### src/sv/fppa_pkg.sv
// Package for the fit-policy partition allocator: word types, policy codes,
// controller handshake structs and width helpers. No dependencies.
`timescale 1ns / 1ps

package fppa_pkg;

   localparam int BLOCKS       = 16;
   localparam int SIZE_WIDTH   = 16;
   localparam int IDX_W        = (BLOCKS > 1) ? $clog2(BLOCKS) : 1;
   localparam int BLK_FIELD_W  = 4;
   localparam int SIZE_FIELD_W = 16;
   localparam int POL_W        = 2;

   localparam logic [POL_W-1:0] POL_FIRST = 2'd0;
   localparam logic [POL_W-1:0] POL_BEST  = 2'd1;
   localparam logic [POL_W-1:0] POL_WORST = 2'd2;

   localparam logic MODE_LOAD  = 1'b0;
   localparam logic MODE_ALLOC = 1'b1;

   typedef struct packed {
      logic                    mode;
      logic [BLK_FIELD_W-1:0]  block_index;
      logic [SIZE_FIELD_W-1:0] size_value;
   } req_type;

   typedef struct packed {
      logic                    granted;
      logic [BLK_FIELD_W-1:0]  chosen_block;
      logic [SIZE_FIELD_W-1:0] remaining_size;
   } rsp_type;

   // controller -> datapath
   typedef struct packed {
      logic latch;      // capture the accepted word, clear scan state
      logic scan_step;  // examine one table entry
      logic load_do;    // finish a load word
      logic alloc_do;   // finish a request word
   } cmd_type;

   // datapath -> controller
   typedef struct packed {
      logic req_is_load;
      logic scan_last;
      logic first_hit;
   } sts_type;

   function automatic logic [SIZE_WIDTH-1:0] size_from_field(
      input logic [SIZE_FIELD_W-1:0] v);
      logic [31:0] w;
      w = 32'(v);
      return w[SIZE_WIDTH-1:0];
   endfunction

   function automatic logic [SIZE_FIELD_W-1:0] size_to_field(
      input logic [SIZE_WIDTH-1:0] v);
      logic [31:0] w;
      w = 32'(v);
      return w[SIZE_FIELD_W-1:0];
   endfunction

   function automatic logic [BLK_FIELD_W-1:0] blk_to_field(input logic [IDX_W-1:0] v);
      logic [31:0] w;
      w = 32'(v);
      return w[BLK_FIELD_W-1:0];
   endfunction

   function automatic logic [IDX_W-1:0] blk_from_field(input logic [BLK_FIELD_W-1:0] v);
      logic [31:0] w;
      w = 32'(v);
      return w[IDX_W-1:0];
   endfunction

endpackage

### src/sv/fppa_ctrl.sv
// Sequencer for the allocator: accept, load or scan, update.
// Depends on fppa_pkg.
`timescale 1ns / 1ps

module fppa_ctrl (
   input  logic             clock,
   input  logic             reset,
   input  logic             start,
   output logic             busy,
   input  fppa_pkg::sts_type sts,
   output fppa_pkg::cmd_type cmd
);
   import fppa_pkg::*;

   typedef enum logic [3:0] {
      ST_IDLE = 4'b0001,
      ST_LOAD = 4'b0010,
      ST_SCAN = 4'b0100,
      ST_DONE = 4'b1000
   } state_type;

   state_type state_ff, state_in;

   always_comb begin
      state_in = state_ff;
      cmd      = '0;
      case (state_ff)
         ST_IDLE: begin
            if (start) begin
               cmd.latch = 1'b1;
               state_in  = sts.req_is_load ? ST_LOAD : ST_SCAN;
            end
         end
         ST_LOAD: begin
            cmd.load_do = 1'b1;
            state_in    = ST_IDLE;
         end
         ST_SCAN: begin
            cmd.scan_step = 1'b1;
            if (sts.scan_last || sts.first_hit) begin
               state_in = ST_DONE;
            end
         end
         ST_DONE: begin
            cmd.alloc_do = 1'b1;
            state_in     = ST_IDLE;
         end
         default: begin
            state_in = ST_IDLE;
         end
      endcase
   end

   assign busy = (state_ff != ST_IDLE);

   always_ff @(posedge clock) begin
      if (reset) begin
         state_ff <= ST_IDLE;
      end else begin
         state_ff <= state_in;
      end
   end

endmodule

### src/sv/fppa_dpath.sv
// Datapath for the allocator: free-size table, policy register, scan
// counter, running pick and result register. Depends on fppa_pkg.
`timescale 1ns / 1ps

module fppa_dpath (
   input  logic                         clock,
   input  logic                         reset,
   input  fppa_pkg::req_type            req_data,
   input  logic                         csr_we,
   input  logic [fppa_pkg::POL_W-1:0]   csr_data,
   input  fppa_pkg::cmd_type            cmd,
   output fppa_pkg::sts_type            sts,
   output logic                         rsp_valid,
   output fppa_pkg::rsp_type            rsp_data
);
   import fppa_pkg::*;

   logic [SIZE_WIDTH-1:0]  table_ff [BLOCKS];
   logic [POL_W-1:0]       policy_ff;
   logic                   mode_ff;
   logic [BLK_FIELD_W-1:0] idx_ff;
   logic [SIZE_WIDTH-1:0]  size_ff;
   logic [IDX_W-1:0]       cnt_ff;
   logic [IDX_W-1:0]       pick_ff;
   logic [SIZE_WIDTH-1:0]  pick_size_ff;
   logic                   found_ff;
   logic                   rsp_valid_ff;
   rsp_type                rsp_ff;

   logic [SIZE_WIDTH-1:0]  entry;
   logic                   fits;
   logic                   take;
   logic                   load_ok;
   logic [IDX_W-1:0]       load_idx;
   logic [SIZE_WIDTH-1:0]  left;

   assign entry    = table_ff[cnt_ff];
   assign fits     = (entry >= size_ff);
   assign take     = fits && (!found_ff
                     || ((policy_ff == POL_BEST)  && (entry < pick_size_ff))
                     || ((policy_ff == POL_WORST) && (entry > pick_size_ff)));
   assign load_ok  = (32'(idx_ff) < BLOCKS);
   assign load_idx = blk_from_field(idx_ff);
   assign left     = pick_size_ff - size_ff;

   assign sts.req_is_load = (req_data.mode == MODE_LOAD);
   assign sts.scan_last   = (cnt_ff == IDX_W'(BLOCKS - 1));
   assign sts.first_hit   = fits && (policy_ff != POL_BEST) && (policy_ff != POL_WORST);

   // table and policy
   always_ff @(posedge clock) begin
      if (reset) begin
         for (int k = 0; k < BLOCKS; k++) begin
            table_ff[k] <= '0;
         end
         policy_ff <= POL_FIRST;
      end else begin
         if (csr_we) begin
            policy_ff <= csr_data;
         end
         if (cmd.load_do && load_ok) begin
            table_ff[load_idx] <= size_ff;
         end
         if (cmd.alloc_do && found_ff) begin
            table_ff[pick_ff] <= left;
         end
      end
   end

   // scan state
   always_ff @(posedge clock) begin
      if (reset) begin
         cnt_ff   <= '0;
         found_ff <= 1'b0;
      end else if (cmd.latch) begin
         cnt_ff   <= '0;
         found_ff <= 1'b0;
      end else if (cmd.scan_step) begin
         cnt_ff <= cnt_ff + 1'b1;
         if (take) begin
            found_ff <= 1'b1;
         end
      end
   end

   // payload, no reset
   always_ff @(posedge clock) begin
      if (cmd.latch) begin
         mode_ff <= req_data.mode;
         idx_ff  <= req_data.block_index;
         size_ff <= size_from_field(req_data.size_value);
      end
      if (cmd.scan_step && take) begin
         pick_ff      <= cnt_ff;
         pick_size_ff <= entry;
      end
   end

   // result word
   always_ff @(posedge clock) begin
      if (reset) begin
         rsp_valid_ff <= 1'b0;
      end else begin
         rsp_valid_ff <= cmd.load_do || cmd.alloc_do;
      end
   end

   always_ff @(posedge clock) begin
      if (cmd.load_do) begin
         rsp_ff.granted        <= load_ok;
         rsp_ff.chosen_block   <= load_ok ? idx_ff : '0;
         rsp_ff.remaining_size <= load_ok ? size_to_field(size_ff) : '0;
      end else if (cmd.alloc_do) begin
         rsp_ff.granted        <= found_ff;
         rsp_ff.chosen_block   <= found_ff ? blk_to_field(pick_ff) : '0;
         rsp_ff.remaining_size <= found_ff ? size_to_field(left) : '0;
      end
   end

   assign rsp_valid = rsp_valid_ff;
   assign rsp_data  = rsp_ff;

   a_pick_fits: assert property (@(posedge clock) disable iff (reset)
      (cmd.scan_step && found_ff) |-> (pick_size_ff >= size_ff))
      else $error("held pick smaller than request");

   a_rsp_source: assert property (@(posedge clock) disable iff (reset)
      rsp_valid_ff |-> $past(cmd.load_do || cmd.alloc_do))
      else $error("result word without a finishing step");

   a_refused_zero: assert property (@(posedge clock) disable iff (reset)
      (rsp_valid_ff && !rsp_ff.granted) |->
         ((rsp_ff.chosen_block == '0) && (rsp_ff.remaining_size == '0)))
      else $error("refused word carries data");

   a_load_mode: assert property (@(posedge clock) disable iff (reset)
      cmd.load_do |-> (mode_ff == MODE_LOAD))
      else $error("load finish on a request word");

endmodule

### src/sv/fit_policy_partition_allocator_unit.sv
// Top level of the fit-policy partition allocator: sequencer plus datapath.
// Depends on fppa_pkg, fppa_ctrl and fppa_dpath.
`timescale 1ns / 1ps

//  channel   | ports                          | handshake
//  ----------+--------------------------------+-------------------------------
//  request   | start, busy, req_data          | taken when start && !busy
//  result    | rsp_valid, rsp_data            | one-cycle strobe, no back-pressure
//  register  | csr_valid, csr_ready, csr_data | written when valid && ready
//
//  Load word: the accepted word is latched, then the load state writes the table
//  and the result strobe is registered from it. Request word: 16 entries are
//  read one per cycle through the single table read port, or fewer under first
//  fit, which stops at the first entry that holds the request.
//  The next word is accepted in the cycle the result strobe is shown.
//  Synchronous reset clears the table to zero and the policy to first fit.
//  The receiver cannot stall; csr_ready is low while busy.

module fit_policy_partition_allocator_unit (
   input  logic                       clock,
   input  logic                       reset,
   input  logic                       start,
   output logic                       busy,
   input  fppa_pkg::req_type          req_data,
   output logic                       rsp_valid,
   output fppa_pkg::rsp_type          rsp_data,
   input  logic                       csr_valid,
   output logic                       csr_ready,
   input  logic [fppa_pkg::POL_W-1:0] csr_data
);
   import fppa_pkg::*;

   cmd_type cmd;
   sts_type sts;
   logic    csr_we;

   // policy changes only between words
   assign csr_ready = !busy;
   assign csr_we    = csr_valid && csr_ready;

   fppa_ctrl u_ctrl (
      .clock (clock),
      .reset (reset),
      .start (start),
      .busy  (busy),
      .sts   (sts),
      .cmd   (cmd)
   );

   fppa_dpath u_dpath (
      .clock     (clock),
      .reset     (reset),
      .req_data  (req_data),
      .csr_we    (csr_we),
      .csr_data  (csr_data),
      .cmd       (cmd),
      .sts       (sts),
      .rsp_valid (rsp_valid),
      .rsp_data  (rsp_data)
   );

   // a result word always comes straight after the block was busy
   a_rsp_after_busy: assert property (@(posedge clock) disable iff (reset)
      rsp_valid |-> $past(busy))
      else $error("result word without work");

endmodule

### config.mk
export PLATFORM = sky130hd
export DESIGN_NAME = fit_policy_partition_allocator_unit
export DESIGN_NICKNAME = d
export VERILOG_FILES = /design/src/sv/fppa_pkg.sv /design/src/sv/fppa_ctrl.sv /design/src/sv/fppa_dpath.sv /design/src/sv/fit_policy_partition_allocator_unit.sv
export SDC_FILE = /design/constraint.sdc
export NUM_CORES = 1
export LEC_CHECK = 0
export BUFFER_PORTS_ARGS = -buffer_cell sky130_fd_sc_hd__buf_2
export CAP_MARGIN = 5
export CELL_PAD_IN_SITES_DETAIL_PLACEMENT = 1
export CELL_PAD_IN_SITES_GLOBAL_PLACEMENT = 2
export CORE_ASPECT_RATIO = 1.2
export CORE_MARGIN = 2
export CORE_UTILIZATION = 40
export DETAILED_ROUTE_END_ITERATION = 8
export GPL_TIMING_DRIVEN = 0
export PLACE_DENSITY_LB_ADDON = 0.1
export SYNTH_ARGS = -nofsm -noshare
export SYNTH_HDL_FRONTEND = slang
export SYNTH_HIERARCHICAL = 1
export SYNTH_SLANG_ARGS = --single-unit
### constraint.sdc
create_clock -name clock -period 6 [get_ports clock]
set_input_delay 0.6 -clock clock [delete_from_list [all_inputs] [get_ports clock]]
set_output_delay 0.6 -clock clock [all_outputs]
set_load 0.1 [all_outputs]
==> results of run 1 <==
[power groups by stage]
stage	registers (uW)	clock network [uW]	logic, uW
after floorplan	2700	0	277
final	2640	2360	511
after global routing	2650	2490	542
after global placement	2680	0	499
after detailed placement	2690	0	508
after CTS	2640	2420	510
[final cells by class]
class | count | share of cell area, %
flip-flops and latches | 333 | 49.8
multi-input cells | 960 | 35.4
clock buffers | 52 | 5.35
well taps | 559 | 3.54
plain buffers | 147 | 3.03
repair buffers | 50 | 1.27
clock inverters | 17 | 0.862
inverters | 42 | 0.798
[kinds of logic after synthesis]
| family | count (synthesis) | synth area share [%] |
|---|---|---|
| flops | 333 | 56.0 |
| xor+xnor | 15 | 0.962 |
| mux | 91 | 10.9 |
| simple gates | 459 | 13.3 |
| buf+inv | 189 | 4.31 |
| fa+ha+maj | 49 | 3.53 |
| compound gates | 346 | 11.0 |
[cells in the mapped netlist, types with 11 or more instances]
master and instances:
edfxtp_1 316, nand3_1 269, o21ai_0 235, clkbuf_1 120, mux4_2 80, nand2_1 61
ha_1 48, inv_1 42, nor2_1 40, a21oi_1 26, o21ai_1 26, or3_1 25
dfxtp_1 17, nor3_1 16, buf_2 15, a21o_1 13, nand2b_1 13, mux2i_1 11
o21ai_2 11
[stage by stage]
step                      setup TNS [ns]  hold slack, ns  total power, uW  setup WS (ns)  instance area [sq um]
final                                  0           0.206             5510          0.184                  19800
after global routing                   0           0.192             5680        0.00120                  19800
after CTS                              0           0.181             5570          0.119                  19800
after detailed placement               0           0.465             3200          0.101                  18500
after global placement            -23.07           0.468             3180          -1.16                  18500
after floorplan                        0           0.442             2980           1.40                  17600
[sequential cells by signal, summed over array words and instances, names as in the netlist, named ones only]
signal and count:
u_dpath/size_ff 16, u_dpath/rsp_valid 1, u_dpath/pick_size_ff 16, u_dpath/policy_ff 2, u_ctrl/state_ff 4, u_dpath/rsp_data 21, u_dpath/table_ff 256, u_dpath/idx_ff 4
u_dpath/pick_ff 4, u_dpath/cnt_ff 4, u_dpath/found_ff 1
[per-layer routing]
| layer | global-route usage, % | wire length, um |
|---|---|---|
| met5 | 0 | 26 |
| met3 | 4.09 | 3320 |
| met2 | 51.4 | 32500 |
| met4 | 10.6 | 2220 |
| met1 | 35.5 | 25900 |
[worst min path at each step]
stage | start | endpoint | cells after the start
2_1_floorplan | u_dpath/cnt_ff[3] | u_dpath/pick_ff[3] | 0
3_3_place_gp | u_dpath/rsp_data[20] | u_dpath/rsp_data[20] | 2
3_5_place_dp | u_dpath/rsp_data[20] | u_dpath/rsp_data[20] | 2
4_1_cts | req_data[11] | u_dpath/size_ff[11] | 1
5_1_grt | req_data[5] | u_dpath/size_ff[5] | 1
6_report | req_data[10] | u_dpath/size_ff[10] | 1
==> run_results.csv, run 1 <==
group,metric,value,unit
clock_network,holdBufCountCts,0,
timing,fmax,0.172,GHz
clock_network,cts_max_path_buffers,3,
global_routing,grt_pass1_vias,14100,
clock_network,cts_tree,"built",
pwr,combPwrFrac,9.3,%
layout,area_growth,12.5,%
logic_synthesis,ys_seq_elements,333,
die,die_w,195,um
logic_synthesis,synthesis.instances,1482,
setup_path,worstRegToRegCells,12,
die,row_count,84,
logic_synthesis,synth_top_area_cell,"edfxtp_1",
detailed_routing,firstDrtPassIters,5,
setup_path,cp-endpoint,"u_dpath/pick_size_ff[13]",
pwr,pwr-share-seq,47.9,%
pwr,pwr-share-clk,42.8,%
global_routing,grt_first_pass_wirelength,94.3,mm
clock_network,cts_htree_levels,2,
pwr,switching_share,25.5,%
detailed_routing,drt_iter0_drc,862,
timing,hold_viol_final,0,
clock_network,cts-root-buf,"clkbuf_16",
setup_path,r2r_setup_slack,0.18,ns
global_routing,grt_overflow_total,0,
placement,hpwl,47.4,mm
logic_synthesis,syn_nets,1558,
clock_network,clk_latency,0.57,ns
pwr,internal_power,4100,uW
logic_synthesis,syn_area,0.0176,sq mm
timing,relSlewSlack,19.7,%
pwr,max-vdd-ir-drop,0.215,mV
min_path,worstHoldPathType,"in -> reg",
setup_path,cp_data_arrival_time,6.00,ns
layout,final_cell_mix,"edfxtp_1 (316), nand3_1 (269), o21ai_0 (235), clkbuf_1 (131), mux4_2 (80)",
placement,io_buffers,50,
pwr,powerDensity,279,mW/mm^2
die,die_h,234,um
timing,slew_violations,0,
die,start_util,40.3,%
setup_path,crit_cells,12,
logic_synthesis,avgSynthCellArea,11.9,sq um
setup_path,startpoint_type,"flip-flop",
global_routing,antenna_found_initial,4,
pwr,netSwitchingPower,1410,uW
detailed_routing,route.detailed.drc,0,
layout,stdcell_count,2160,
pwr,p_leak,0.00670,uW
layout,fillCellCount,4613,
setup_path,cpPeakStageDelay,0.90,ns
timing,fin_skew,0.0228,ns
clock_network,cts.repair.resized,0,
run_status,status,"finished, final reports clean",
detailed_routing,postRouteAntennaNets,0,
placement,globalplace.congestion,0.868,
timing,grt_setup_unrepaired,"no",
setup_path,timing.rr.end,"u_dpath/pick_size_ff[13]",
timing,min_period,5.82,ns
die,die-area,0.0456,sq mm
logic_synthesis,synth.yosys.seq_area_share,56.0,%
detailed_routing,totalWireLength,64.0,mm
logic_synthesis,synth_edf_count,316,
setup_path,crit_path_end_kind,"flip-flop",
setup_path,path_max_fanout,20,
placement,dp_cells,2091,
timing,fin_crit_sh,96.9,%
layout,final_common_cell,"edfxtp_1",
run,maxCapViolCount,0,
global_routing,grt_max_degree,27,
setup_path,slowest_stage,"clkbuf_1",
layout,drive_gt1_share,15.2,%
setup_path,cp_top_family,"buffers and inverters",
logic_synthesis,async_flop_share,0,%
timing,setup_viol,0,
timing,worstMarginPinSlew,1.20,ns
layout,diodes,0,
clock_network,cts_sinks,333,
logic_synthesis,ys_top_cells_by_area,"edfxtp_1 (54%), mux4_2 (10%), nand3_1 (7.7%)",
logic_synthesis,yosysWarnings,6,
clock_network,path_clk_slew,0.06,ns
layout,regArea,0.00983,sq mm
die,core_area,0.0436,sq mm
setup_path,required,6.19,ns
setup_path,crit_buf_inv,2,
logic_synthesis,synth_cell_types,59,
detailed_routing,viasPerCell,6.11,
logic_synthesis,dominantRegCellSynth,"edfxtp_1",
clock_network,cts_setup_buffers,0,
setup_path,path_cells,"clkbuf_1 -> clkbuf_1 -> mux4_2 -> mux4_2 -> ha_1 -> nand3_1 -> or2_2 -> nor3_1 -> o21ai_0 -> o211ai_1 -> mux2i_1 -> a21oi_4",
detailed_routing,dr_total_vias,13200,
clock_network,cts-buffers-inserted,39,
die,num_io_pins,51,
global_routing,track_usage,28.8,%
detailed_routing,post_drt_wl_per_cell,29.6,um
layout,final_util,45.3,%
layout,fin_nets,1649,
layout,multi_input_area,0.00699,sq mm
logic_synthesis,synth_top_area_share,54.0,%
setup_path,criticalPathCategory,"reg -> reg",
(Power assumes the default switching activity.)
==> run 2, diff against run 1 <==
--- a/config.mk
+++ b/config.mk
@@ -15,6 +15,7 @@
 export DETAILED_ROUTE_END_ITERATION = 8
 export GPL_TIMING_DRIVEN = 0
 export PLACE_DENSITY_LB_ADDON = 0.1
+export RECOVER_POWER = 100
 export SYNTH_ARGS = -nofsm -noshare
 export SYNTH_HDL_FRONTEND = slang
 export SYNTH_HIERARCHICAL = 1
==> run_results.csv, run 2 (same netlist as run 1, synthesis figures left out) <==
group,metric,value,unit
clock_network,cts_tree,"built",
placement,globalplace.congestion,0.868,
timing,setup_ws,0.134,ns
global_routing,track_usage,28.8,%
timing,fin_crit_sh,97.8,%
layout,drive_gt1_share,11.3,%
clock_network,cts_setup_buffers,0,
detailed_routing,viasPerCell,6.15,
layout,fin_area,0.0196,sq mm
min_path,min_from,"req_data[13]",
clock_network,cts_htree_levels,2,
clock_network,path_clk_slew,0.06,ns
pwr,powerDensity,281,mW/mm^2
placement,hpwl,47.4,mm
layout,area_growth,11.3,%
global_routing,grt_pass1_vias,14100,
clock_network,cts_max_path_buffers,3,
placement,dpl-instance-area,0.0185,sq mm
setup_path,timing.rr.end,"u_dpath/pick_size_ff[13]",
global_routing,grt_first_pass_wirelength,94.3,mm
detailed_routing,post_drt_wl_per_cell,29.6,um
min_path,whs_path_depth,1,
clock_network,cts_sinks,333,
run,maxCapViolCount,3,
min_path,worstHoldPathType,"in -> reg",
pwr,netSwitchingPower,1400,uW
placement,place_ws,0.101,ns
timing,fin_skew,0.0202,ns
run_status,violations,"max-capacitance violations, max-slew violations",
timing,grt_setup_unrepaired,"no",
clock_network,cts-buffers-inserted,39,
setup_path,criticalPathCategory,"reg -> reg",
timing,min_period,5.87,ns
pwr,pwr-share-clk,42.9,%
timing,hold_viol_final,0,
pwr,p_leak,0.00655,uW
die,die_h,234,um
timing,hold_slack,0.206,ns
run_status,status,"finished with violations",
die,num_io_pins,51,
layout,final_common_cell,"edfxtp_1",
layout,regMostFlops,"u_dpath/table_ff",
timing,worstMarginPinSlew,2.17,ns
layout,largest_reg_flops,256,
placement,io_buffers,50,
timing,finalSetupTns,0,ns
detailed_routing,postRouteAntennaNets,0,
min_path,whs_endpoint,"u_dpath/size_ff[13]",
die,start_util,40.3,%
setup_path,crit_path_end_kind,"flip-flop",
die,die_w,195,um
pwr,max-vdd-ir-drop,0.212,mV
global_routing,grt_overflow_total,0,
clock_network,clk_latency,0.57,ns
setup_path,r2r_setup_slack,0.13,ns
layout,fillCellCount,4650,
pwr,pwr-share-seq,48.1,%
timing,relSlewSlack,-44.6,%
setup_path,cp_data_arrival_time,6.05,ns
pwr,internal_power,4090,uW
setup_path,startpoint_type,"flip-flop",
global_routing,antenna_found_initial,4,
die,die-area,0.0456,sq mm
timing,fmax,0.170,GHz
detailed_routing,route.detailed.drc,0,
pwr,combPwrFrac,8.9,%
setup_path,path_max_fanout,20,
pwr,switching_share,25.5,%
die,core_area,0.0436,sq mm
layout,final_cell_mix,"edfxtp_1 (316), nand3_1 (269), o21ai_0 (264), clkbuf_1 (168), mux4_2 (80)",
setup_path,required,6.18,ns
detailed_routing,drt_iter0_drc,890,
clock_network,cts-root-buf,"clkbuf_16",
detailed_routing,dr_total_vias,13300,
layout,diodes,0,
clock_network,cts.repair.resized,0,
die,row_count,84,
timing,setup_viol,0,
clock_network,holdBufCountCts,0,
setup_path,worstRegToRegCells,12,
detailed_routing,totalWireLength,64.0,mm
global_routing,grt_max_degree,27,
timing,slew_violations,57,
detailed_routing,firstDrtPassIters,5,
layout,fin_nets,1649,
## run 2: cell types whose count changed in the layout (fill, tap and decap cells not counted), sizes merged
cell | before | now
buf | 75 | 40
clkbuf | 174 | 209
## run 2: worst max-delay path by stage
stage | cells past startpoint | endpoint
global placement | 12 | u_dpath/pick_size_ff[13]
floorplan | 12 | u_dpath/pick_ff[0]
global route | 12 | u_dpath/pick_ff[1]
CTS | 12 | u_dpath/pick_ff[0]
finish | 12 | u_dpath/pick_size_ff[13]
detailed placement | 12 | u_dpath/pick_size_ff[13]
## run 2: cell type report
class / instances / area [sq um] / area share [%]
Tap cell: 559 / 699 / 3.58
Multi-Input combinational cell: 960 / 6850 / 35.0
Timing Repair Buffer: 50 / 219 / 1.12
Inverter: 42 / 158 / 0.806
Clock inverter: 17 / 170 / 0.870
Buffer: 147 / 572 / 2.92
Clock buffer: 52 / 1060 / 5.40
Sequential cell: 333 / 9830 / 50.3
## run 2: metal layers
metal | part of all wire [%] | global-route usage [%] | wire length (um) | vias to the layer above
li1 | - | - | - | 5830
met2 | 51 | 51.4 | 32400 | 399
met5 | 0.041 | 0 | 26 | -
met1 | 40 | 35.5 | 25800 | 6951
met3 | 5.3 | 4.09 | 3390 | 102
met4 | 3.7 | 10.6 | 2400 | 4
## run 2: power groups by stage
stage               Sequential [uW]  Combinational, uW  Clock, uW
global route                   2650                523       2490
CTS                            2640                510       2420
finish                         2640                491       2350
detailed placement             2690                508          0
floorplan                      2700                277          0
global placement               2680                499          0
## run 2: worst max-delay path, cell delays in order (launching register included)
cell and delay, ns:
dfxtp_1 0.30, clkbuf_1 0.58, clkbuf_1 0.90, mux4_2 0.47, mux4_2 0.55, ha_1 0.33, nand3_1 0.08, or2_2 0.29
nor3_1 0.42, o21ai_0 0.24, o211ai_1 0.26, mux2i_1 0.26, a21oi_4 0.80
## run 2: per-stage QoR
stage          utilization (%)  std cells  power, uW
4_1_cts                   45.3       2160       5570
3_5_place_dp              42.5       2091       3200
2_1_floorplan                -       1482       2980
3_3_place_gp              42.4       2091       3180
6_report                  44.8       2160       5490
5_1_grt                   44.8       2160       5660
